`src/rgbc_pkg.sv`:
```
`timescale 1ns / 1ps
// Shared constants and pipeline stage types for the RGBC to LED drive block.
// No dependencies.
package rgbc_pkg;

  localparam int REF_COUNT  = 3;
  localparam int IDX_W      = 2;
  localparam int RAW_W      = 16;
  localparam int NORM_W     = 8;
  localparam int LEVEL_W    = 17;
  localparam int TREF_W     = 20;   // 10 * reference
  localparam int NUM_W      = 27;   // 8*norm*lit + 5*ref
  localparam int NORM_STEPS = 8;    // one quotient bit per stage
  localparam int DRV_STEPS  = 8;

  localparam logic [RAW_W-1:0]   REF_RESET  = 16'd1200;
  localparam logic [RAW_W-1:0]   REF_MIN    = 16'd10;
  localparam logic [RAW_W-1:0]   DARK_LIMIT = 16'd5;
  localparam logic [NORM_W-1:0]  NORM_MAX   = 8'd255;
  localparam logic [LEVEL_W-1:0] LEVEL_ONE  = 17'h10000;

  // captured request
  typedef struct packed {
    logic                          valid;
    logic [IDX_W-1:0]              idx;
    logic [2:0][RAW_W-1:0]         raw;
    logic [RAW_W-1:0]              clr;
    logic [RAW_W-1:0]              wref;
  } cap_t;

  // hue and level division stages
  typedef struct packed {
    logic                          valid;
    logic [IDX_W-1:0]              idx;
    logic                          dark;
    logic [RAW_W-1:0]              clr;
    logic [RAW_W-1:0]              wref;
    logic [RAW_W-1:0]              lit;
    logic                          lfull;
    logic [2:0]                    sat;
    logic [2:0][RAW_W-1:0]         rem;
    logic [2:0][NORM_W-1:0]        q;
    logic [RAW_W-1:0]              lrem;
    logic [RAW_W-1:0]              lq;
  } nstage_t;

  // drive division stages
  typedef struct packed {
    logic                          valid;
    logic [IDX_W-1:0]              idx;
    logic                          dark;
    logic [2:0][NORM_W-1:0]        nrm;
    logic [LEVEL_W-1:0]            level;
    logic [TREF_W-1:0]             tref;
    logic [2:0][TREF_W-1:0]        rem;
    logic [2:0][NORM_W-1:0]        q;
  } dstage_t;

endpackage

```
`src/rgbc_cfg.sv`:
```
`timescale 1ns / 1ps
// White reference register file with write filtering and per-sensor lookup.
// Depends on rgbc_pkg.
module rgbc_cfg
  import rgbc_pkg::*;
(
  input  logic             clk,
  input  logic             rst_n,
  input  logic             cfg_we,
  input  logic [IDX_W-1:0] cfg_index,
  input  logic [RAW_W-1:0] cfg_data,
  input  logic [IDX_W-1:0] rd_idx,
  output logic [RAW_W-1:0] rd_ref
);

  logic [REF_COUNT-1:0][RAW_W-1:0] wref_r;

  // writes below the minimum or past the last register are dropped
  always_ff @(posedge clk) begin
    if (!rst_n) begin
      for (int i = 0; i < REF_COUNT; i++) wref_r[i] <= REF_RESET;
    end else if (cfg_we && (int'(cfg_index) < REF_COUNT) && (cfg_data >= REF_MIN)) begin
      wref_r[cfg_index[1:0]] <= cfg_data;
    end
  end

  always_comb begin
    case (rd_idx)
      2'd0:    rd_ref = wref_r[0];
      2'd1:    rd_ref = wref_r[1];
      2'd2:    rd_ref = wref_r[2];
      default: rd_ref = REF_RESET;
    endcase
  end

endmodule

```
`config.mk`:
```
export PLATFORM = sky130hd
export DESIGN_NAME = rgbc_cfg
export DESIGN_NICKNAME = d
export VERILOG_FILES = /design/src/rgbc_pkg.sv /design/src/rgbc_cfg.sv
export SDC_FILE = /design/constraint.sdc
export NUM_CORES = 1
export LEC_CHECK = 0
export BUFFER_PORTS_ARGS = -buffer_cell sky130_fd_sc_hd__buf_2
export CORE_ASPECT_RATIO = 0.75
export CORE_MARGIN = 2
export CORE_UTILIZATION = 30
export CTS_BUF_LIST = sky130_fd_sc_hd__clkbuf_16
export DETAILED_ROUTE_END_ITERATION = 7
export PLACE_DENSITY_LB_ADDON = 0.1
export SKIP_LAST_GASP = 1
export SYNTH_ARGS = -nofsm -noshare
export SYNTH_HDL_FRONTEND = slang
export SYNTH_SLANG_ARGS = --single-unit
```
`constraint.sdc`:
```
create_clock -name clk -period 1.9 [get_ports clk]
set_input_delay 0.285 -clock clk [delete_from_list [all_inputs] [get_ports clk]]
set_output_delay 0.285 -clock clk [all_outputs]
set_load 0.01 [all_outputs]
```
# Word-level counts from Yosys, hierarchy flattened
# Index checks and enable logic that the tools add are counted.
# totals
output_inout_bits	16
regBits	48
wordCells	17
# op_classes
n_mux	4
n_reduce_logical	4
magnitude_cmp	4
eq_ne	2
# ops
operator	n
48-bit bitwise mux	1
16-bit one-hot mux with 3 select lines	1
16-bit demux with 2-bit select	1
16-bit by 4-bit greater-or-equal comparator with 1-bit output, second input constant	1
16-bit two-way mux	1
1-bit logical AND	3
2-bit by 3-bit less-than comparator with 1-bit output, second input constant	1
2-bit by 1-bit == test with 1-bit output, second input constant	1
2-bit == test, second input constant	1
2-bit by 1-bit greater-or-equal comparator with 1-bit output, second input constant	1
2-bit logical NOT	1
2-bit less-than comparator, second input constant	1

# Longest topological paths before layout
# Gate-level depths: netlist of run 1.
# logic_depth
word_depth	5
depth_mapped	6

# Least setup slack after synthesis of run 1
# OpenSTA, ideal clock, no wires.
# synth_path
kind	input -> output
from	input rd_idx[0]
to	output rd_ref[0]
required_ns	1.615
setup_slack_ns	0.497
arrival_time_ns	1.118
path_buffers	2
path_stages	4
path_cell_list	buf_2 -> buf_2 -> mux2i_1 -> o21ai_0
# synth_between
elab_chain_cells	2
# synth_rtl
item	line	text
from (decl)	rgbc_cfg.sv:12	input logic [IDX_W-1:0] rd_idx,
2-bit == test, or another cell as far along	rgbc_cfg.sv:28	case (rd_idx)
16-bit one-hot mux with 3 select lines *	rgbc_cfg.sv:28	
to (decl)	rgbc_cfg.sv:13	output logic [RAW_W-1:0] rd_ref
# Every way passes the cells marked *; elsewhere a longest branch is shown, timed or not.

# Final worst setup path of run 1
# layout_path
from	input rd_idx[0]
to	output rd_ref[8]
# Same word-level chain as after synthesis.

==> results of run 1 <==
## metal layers
metal | up-vias | share of wire (%) | GRT usage [%]
met5 | - | 0 | 0
met4 | 0 | 0.32 | 3.65
li1 | 865 | - | -
met3 | 2 | 3.6 | 3.28
met2 | 32 | 41 | 21.2
met1 | 805 | 55 | 20.3
## power breakdown
group	switching, mW	leakage (nW)	internal, mW
registers	0.0172	0.391	1.04
clock network	0.374	0.0657	0.478
logic	0.136	0.760	0.104
## through the flow
stage	TNS, ns	total power, mW
global route	0	2.25
global placement	0	1.33
floorplan	0	1.23
CTS	0	2.19
finish	0	2.15
detailed placement	-0.116	1.32
## cell usage after synthesis
| cell | n |
|---|---|
| nor2_1 | 1 |
| nor4_4 | 1 |
| nand2b_1 | 1 |
| o21ai_0 | 13 |
| nand3_2 | 1 |
| and3_1 | 1 |
| mux2_2 | 4 |
| buf_4 | 1 |
| mux2i_1 | 60 |
| nor2b_1 | 18 |
| and3_4 | 1 |
| buf_12 | 1 |
| nor4_2 | 2 |
| buf_6 | 3 |
| buf_2 | 2 |
| nand2_1 | 60 |
| nand3_1 | 1 |
| nand4_2 | 1 |
| dfxtp_1 | 48 |
| clkbuf_1 | 9 |
| o22a_1 | 4 |
| nand4b_2 | 1 |
## worst max-delay path, delay by kind of cell
family	cells	cell delay, ns
AO/OA/AOI/OAI	1	0.12
buffers and inverters	4	0.72
multiplexers	1	0.27
## area by class of cell
type	instances	area [um^2]
multi-input cells	170	1200
flip-flops and latches	48	961
clock buffers	5	125
well taps	101	126
clock inverters	2	12.5
fillers	763	4620
repair buffers	46	288
## logic make-up after synthesis
| kind of cell | share of synthesized area (%) |
|---|---|
| flops | 42.4 |
| compound gates | 4.42 |
| mux | 28.5 |
| buf+inv | 4.64 |
| simple gates | 20.0 |
## final timing paths
kind	cells after the start	end	startpoint	slack, ns
min	3	wref_r[32]$_SDFFE_PN0P_	cfg_data[0]	0.31
min reg2reg	2	wref_r[0]$_SDFFE_PN0P_	wref_r[0]$_SDFFE_PN0P_	0.45
max reg2reg	2	wref_r[21]$_SDFFE_PN1P_	wref_r[21]$_SDFFE_PN1P_	1.28
max	6	rd_ref[8]	rd_idx[0]	0.23
==> metrics.cfg, run 1 <==
[clock_network]
cts_resized = 1
clockBufferDepth = 2
insertion_delay_ns = 0.28
clockRootBuffer = clkbuf_16
post_cts_buffers = 0
cts_sinks = 48
cts_buffers = 5
cts_tree = yes
clk_pin_slew_ns = 0.07
cts_hold_buf = 0
h-tree-depth = 2

[worst_setup_path]
path_cells = buf_2 -> buf_4 -> buf_4 -> mux2i_1 -> o21ai_0 -> buf_2
cp_slowest_cell = buf_4
crit_type = in -> out
worst_ep_required_time_ns = 1.62
crit_path_end_kind = output port
critPathMaxStageDelay_ns = 0.27
critical_path_arrival_ns = 1.39
cp-start-kind = input port
cp_max_fo = 12

[detailed_routing]
drtIter0Drc = 51
drc = 0
viasPerCell = 4.58
dr.pass1.iters = 4
wl_mm = 5.57
wl_per_cell_um = 15.0
vias = 1704
antenna_left = 0

[job]
maxCapViolCount = 0

[synthesis]
synth_nets = 257
syn-mean-instance-area_um2 = 9.68
yosysSeqAreaShare_pct = 42.4
synth_top_area_share_pct = 42.4
netlist-cell-type-count = 22
yosysTopAreaCell = dfxtp_1
ys_ff_latch = 48
syn_inst = 234
synthesis.area_mm2 = 0.00227
synthTopCellsByArea = dfxtp_1 42%, mux2i_1 27%, nand2_1 9.9%
ys_warn_count = 0

[timing]
hold_viol = 0
holdWs_ns = 0.312
max_freq_ghz = 0.598
relSlewSlack_pct = 60.4
period_needed_ns = 1.67
slew_viol_final = 0
setup_ws_ns = 0.227
worst_pin_slew_ns = 0.591
setup_viol = 0
fin_skew_ns = 0
rsz0062_at_grt = no
post-route-period-util_pct = 88.1

[floorplanning]
die_w_um = 104
start_util_pct = 30.9
io_pins = 39
dieArea_mm2 = 0.00827
row_count = 27
die_h_um = 79.3
core_region_area_mm2 = 0.00733

[placed_design]
port_buffers = 38
dp_slack_ns = -0.0286
post_dp_cell_area_mm2 = 0.00257
hpwl_mm = 3.96
dp_cells = 365
gp_congestion = 0.715

[global_route]
antenna_found_initial = 0
grt_usage_pct = 14.1
grt_max_degree = 43
grt_pass1_vias = 1689
grt_pass1_wl_mm = 9.00
grt-ovfl-total = 0

[pwr]
p_per_area_mw_per_mm2 = 792
max-vdd-ir-drop_uv = 370
leakage_nw = 1.22

[cells_and_area]
top_regs = wref_r (48)
layout-drive-gt1-share_pct = 24.0
postLayoutCellArea_mm2 = 0.00272
largest_reg_flops = 48
most-common-layout-cells = 60 x mux2i_1, 60 x nand2_1, 48 x dfxtp_1, 38 x buf_2, 17 x nor2b_1
regMostFlops = wref_r
antenna_cells = 0
final_util_pct = 37.0
syn2layout_area_growth_pct = 19.8
fin_nets = 294
finalNonFillerCells = 372

[hold_path]
min_path_type = in -> reg

[status]
status = completed

Power figures use the tool's default switching activity.
==> run 2, diff against run 1 <==
Settings changed: ABC_CLOCK_PERIOD_IN_PS set to 1900, CTS_BUF_LIST sky130_fd_sc_hd__clkbuf_16 to sky130_fd_sc_hd__clkbuf_2.
==> run 2 against run 1 <==
Total power is 20% lower. Via count fell by 0.94%. Clock skew unchanged. Largest power group unchanged. Hold slack worse by 0.19 ns. Critical path depth stayed put. Clock-buffer cell count did not move.
==> metrics.cfg, run 2 (synthesis results as in run 1) <==
[job]
maxCapViolCount = 0  ; unchanged

[worst_setup_path]
critical_path_arrival_ns = 1.39  ; about the same
cp-start-kind = input port
crit_cells = 6  ; unchanged
r2r_setup_slack_ns = 1.27  ; about the same
crit_start = rd_idx[0]
crit_type = in -> out
r2r-end = wref_r[26]$_SDFFE_PN1P_
cp_max_fo = 12  ; unchanged
cp_slowest_cell = buf_4
path_cells = buf_2 -> buf_4 -> buf_4 -> mux2i_1 -> o21ai_0 -> buf_2
critPathMaxStageDelay_ns = 0.27  ; about the same
critPathBufInv = 4  ; unchanged
endpoint = rd_ref[8]
ff2ff_path_depth = 2  ; unchanged
worst_ep_required_time_ns = 1.62  ; about the same
r2r-start = wref_r[26]$_SDFFE_PN1P_
crit_family = buffers and inverters
crit_path_end_kind = output port

[clock_network]
clk_pin_slew_ns = 0.26  ; +0.19 ns
cts_buffers = 5  ; unchanged
clockBufferDepth = 2  ; unchanged
cts_tree = yes
insertion_delay_ns = 0.43  ; +0.15 ns
post_cts_buffers = 0  ; unchanged
cts_hold_buf = 0  ; unchanged
cts_resized = 1  ; unchanged
clockRootBuffer = clkbuf_2
cts_sinks = 48  ; unchanged
h-tree-depth = 2  ; unchanged

[cells_and_area]
fin_nets = 294  ; unchanged
layout-drive-gt1-share_pct = 24.0  ; unchanged
syn2layout_area_growth_pct = 15.4
most-common-layout-cells = 60 x mux2i_1, 60 x nand2_1, 48 x dfxtp_1, 38 x buf_2, 17 x nor2b_1
top_regs = wref_r (48)
antenna_cells = 0  ; unchanged
n_fill_cell = 772  ; +1.2%
largest_reg_flops = 48  ; unchanged
regMostFlops = wref_r

[hold_path]
min_path_type = in -> reg

[floorplanning]
io_pins = 39  ; unchanged
start_util_pct = 30.9  ; unchanged
dieArea_mm2 = 0.00827  ; unchanged
core_region_area_mm2 = 0.00733  ; unchanged
die_h_um = 79.3  ; unchanged
die_w_um = 104  ; unchanged
row_count = 27  ; unchanged

[timing]
post-route-period-util_pct = 88.0  ; -0.093 points
fin_skew_ns = 0  ; unchanged
relSlewSlack_pct = 61.2  ; +0.79 points
setup_ws_ns = 0.228  ; +0.00176 ns
hold_viol = 0  ; unchanged
period_needed_ns = 1.67  ; -0.00176 ns
setup_viol = 0  ; unchanged
slew_viol_final = 0  ; unchanged
worst_pin_slew_ns = 0.579  ; -0.0118 ns
max_freq_ghz = 0.598  ; +0.11%
rsz0062_at_grt = no

[pwr]
p_sw_uw = 484  ; -8.2%
p_per_area_mw_per_mm2 = 656  ; -17%
power_mw = 1.71  ; -20%
leakage_nw = 1.18  ; -3.4%
pwr-share-comb_pct = 14.0  ; +2.8 points
power_frac_clock_pct = 24.1  ; -16 points
p_seq_share_pct = 62.0  ; +13 points
switching_share_pct = 28.2  ; +3.7 points
max-vdd-ir-drop_uv = 265  ; -28%
intPower_mw = 1.23  ; -24%

[global_route]
grt_pass1_wl_mm = 8.94  ; -0.69%
grt-ovfl-total = 0  ; unchanged
antenna_found_initial = 0  ; unchanged
grt_max_degree = 43  ; unchanged
grt_pass1_vias = 1688  ; -0.059%
grt_usage_pct = 14.0  ; -0.16 points

[detailed_routing]
wl_mm = 5.53  ; -0.74%
antenna_left = 0  ; unchanged
vias = 1688  ; -0.94%
drtIter0Drc = 58  ; +14%
drc = 0  ; unchanged
wl_per_cell_um = 14.9  ; -0.74%
viasPerCell = 4.54  ; -0.94%
dr.pass1.iters = 4  ; unchanged

[placed_design]
port_buffers = 38  ; unchanged
gp_congestion = 0.715  ; unchanged
dp_slack_ns = -0.0286  ; unchanged
hpwl_mm = 3.96  ; unchanged

[status]
status = completed

## run 2: worst min-delay path: stages
cell     delay [ns]
buf_2          0.10
nand2_1        0.09
mux2i_1        0.07
## run 2: metrics by stage
stage | hold WS, ns | area (um^2) | TNS [ns] | util [%] | std cells
2_1_floorplan | 0.434 | 2270 | 0 | - | 234
3_3_place_gp | 0.443 | 2570 | 0 | 35.1 | 365
3_5_place_dp | 0.449 | 2570 | -0.116 | 35.1 | 365
4_1_cts | 0.0952 | 2620 | 0 | 35.7 | 372
5_1_grt | 0.0824 | 2620 | 0 | 35.7 | 372
6_report | 0.124 | 2620 | 0 | 35.7 | 372
## run 2: layout make-up
cell class,instances,area (um^2),share of cell area [%]
timing repair buffer,46,288,11.0
clock buffer,5,25.0,0.957
tap,101,126,4.83
clock inverter,2,12.5,0.478
sequential,48,961,36.7
multi-input combinational,170,1200,46.0
## run 2: routing by layer
layer	track usage, %	part of all wire [%]
met1	20.1	54
met2	21.0	41
met3	3.28	4.7
met4	3.24	0.62
met5	0	0
## run 2: worst min-delay path by stage
stage / end / cells past startpoint / slack [ns] / startpoint
after floorplan: wref_r[0]$_SDFFE_PN0P_ / 2 / 0.43 / wref_r[0]$_SDFFE_PN0P_
after global placement: wref_r[1]$_SDFFE_PN0P_ / 2 / 0.44 / wref_r[1]$_SDFFE_PN0P_
after detailed placement: wref_r[1]$_SDFFE_PN0P_ / 2 / 0.45 / wref_r[1]$_SDFFE_PN0P_
after CTS: wref_r[16]$_SDFFE_PN0P_ / 3 / 0.1 / cfg_data[0]
after global routing: wref_r[34]$_SDFFE_PN0P_ / 3 / 0.08 / cfg_data[2]
final: wref_r[34]$_SDFFE_PN0P_ / 3 / 0.12 / cfg_data[2]
## run 2: power groups by stage
| stage | sequential (mW) | combinational, mW | clock [mW] |
|---|---|---|---|
| after floorplan | 1.08 | 0.150 | 0 |
| after global routing | 1.07 | 0.264 | 0.472 |
| after CTS | 1.06 | 0.245 | 0.446 |
| after global placement | 1.08 | 0.243 | 0 |
| after detailed placement | 1.08 | 0.243 | 0 |
| final | 1.06 | 0.240 | 0.412 |
==> run 3, diff against run 2 <==
Settings changed: GPL_ROUTABILITY_DRIVEN set to 0, SETUP_SLACK_MARGIN set to 0.4.
==> run 3 against run 2 <==
Routed wire length grew 1.3%. Combinational power grew 8%. Hold slack got worse by 0.0082 ns. Sequential power hardly changed. Non-clock buffer count is 1 higher. Total power up 1.3%. First-iteration DRC count fell by 10%. Clock power about the same. Cell area up 4.0%. Register-to-register slack hardly changed. Clock-buffer cell count stayed put. Highest routed layer unchanged.
==> metrics.cfg, run 3 (synthesis results as in run 1) <==
[status]
status = completed

[cells_and_area]
antenna_cells = 0  ; unchanged
final_util_pct = 37.1  ; +1.4 points
most-common-layout-cells = 60 x nand2_1, 57 x mux2i_1, 37 x buf_2, 26 x dfxtp_2, 22 x dfxtp_1
top_regs = wref_r (48)
syn2layout_area_growth_pct = 20.0
regMostFlops = wref_r
final_common_cell = nand2_1
largest_reg_flops = 48  ; unchanged
finalNonFillerCells = 373  ; +0.27%
layout-drive-gt1-share_pct = 34.9  ; +11 points
fin_nets = 295  ; +0.34%

[job]
maxCapViolCount = 0  ; unchanged

[worst_setup_path]
crit_family = flip-flops
critPathBufInv = 1  ; -3
cp-start-kind = flop
path_cells = mux2_2 -> o22a_1 -> buf_2
critPathMaxStageDelay_ns = 0.37  ; +0.10 ns
crit_path_end_kind = output port
critical_path_arrival_ns = 1.33  ; -0.06 ns
cp_max_fo = 2  ; -10
ff2ff_path_depth = 2  ; unchanged
cp_slowest_cell = dfxtp_2
crit_type = reg -> out
crit_cells = 3  ; -3
worst_ep_required_time_ns = 1.62  ; about the same

[floorplanning]
core_region_area_mm2 = 0.00733  ; unchanged
start_util_pct = 30.9  ; unchanged
io_pins = 39  ; unchanged
die_h_um = 79.3  ; unchanged
dieArea_mm2 = 0.00827  ; unchanged
die_w_um = 104  ; unchanged
row_count = 27  ; unchanged

[pwr]
max-vdd-ir-drop_uv = 264  ; -0.17%
p_per_area_mw_per_mm2 = 639  ; -2.6%
leakage_nw = 1.21  ; +3.0%

[timing]
period_needed_ns = 1.62  ; -0.0559 ns
rsz0062_at_grt = yes
post-route-period-util_pct = 85.0  ; -2.9 points
worst_pin_slew_ns = 0.415  ; -0.164 ns
slew_viol_final = 0  ; unchanged
relSlewSlack_pct = 72.3  ; +11 points
max_freq_ghz = 0.619  ; +3.5%
hold_viol = 0  ; unchanged
fin_skew_ns = 0  ; unchanged
setup_viol = 0  ; unchanged

[clock_network]
clockBufferDepth = 2  ; unchanged
h-tree-depth = 2  ; unchanged
clk_pin_slew_ns = 0.26  ; about the same
cts_buffers = 5  ; unchanged
clockRootBuffer = clkbuf_2
cts_tree = yes
post_cts_buffers = 0  ; unchanged
cts_hold_buf = 0  ; unchanged
cts_sinks = 48  ; unchanged
insertion_delay_ns = 0.42  ; about the same

[placed_design]
port_buffers = 38  ; unchanged
dp_cells = 365  ; unchanged
hpwl_mm = 3.96  ; unchanged

[global_route]
grt_pass1_wl_mm = 8.98  ; +0.46%
grt-ovfl-total = 0  ; unchanged
grt_usage_pct = 14.0  ; +0.045 points
antenna_found_initial = 0  ; unchanged
grt_max_degree = 43  ; unchanged
grt_pass1_vias = 1685  ; -0.18%

[detailed_routing]
viasPerCell = 4.60  ; +1.4%
wl_per_cell_um = 15.0  ; +1.0%
drc = 0  ; unchanged
dr.pass1.iters = 5  ; +1
antenna_left = 0  ; unchanged
drtIter0Drc = 52  ; -10%
wl_mm = 5.60  ; +1.3%
vias = 1716  ; +1.7%

[hold_path]
hold_depth = 3  ; unchanged
min_path_type = in -> reg

## run 3: worst paths after layout
kind / from / end / slack [ns]
worst max register to register: wref_r[21]$_SDFFE_PN1P_ / wref_r[21]$_SDFFE_PN1P_ / 1.27
worst min-delay path: cfg_data[0] / wref_r[16]$_SDFFE_PN0P_ / 0.12
worst min register to register: wref_r[6]$_SDFFE_PN0P_ / wref_r[6]$_SDFFE_PN0P_ / 0.47
worst max-delay path: wref_r[21]$_SDFFE_PN1P_ / rd_ref[5] / 0.28
## run 3: layout make-up
cell class              count  area [um^2]
well taps                 101          126
flip-flops and latches     48          993
clock buffers               5         25.0
fillers                   766         4610
clock inverters             2         12.5
multi-input cells         170         1230
repair buffers             47          335
## run 3: report_power, final
group          internal, mW  total (mW)  switching (mW)
clock network        0.0811       0.412           0.331
logic                 0.118       0.259           0.141
registers              1.05        1.07          0.0181
total                  1.25        1.74           0.490
## run 3: routing by layer
metal / track usage, % / part of all wire [%]
met1: 20.4 / 54
met2: 20.9 / 41
met5: 0 / 0
met4: 3.24 / 0.57
met3: 3.28 / 4.5
## run 3: repair_timing
item,CTS,global route
pin swaps,4,2
gates resized for setup,21,29
cloned,0,1
endpoints found under the setup margin,16,16
## run 3: through the flow
step / total power [mW] / TNS (ns) / setup slack (ns) / hold slack [ns] / instance area [um^2]
6_report: 1.74 / 0 / 0.284 / 0.115 / 2720
5_1_grt: 1.83 / 0 / 0.192 / 0.0794 / 2720
4_1_cts: 1.76 / 0 / 0.247 / 0.0913 / 2660
3_5_place_dp: 1.32 / -0.116 / -0.0286 / 0.449 / 2570
3_3_place_gp: 1.33 / 0 / 0.0276 / 0.443 / 2570
2_1_floorplan: 1.23 / 0 / 0.497 / 0.434 / 2270
## run 3: tightest hold or removal path, cell delays in order
cell and delay [ns]:
buf_2 0.09, nand2_1 0.10, mux2i_1 0.07
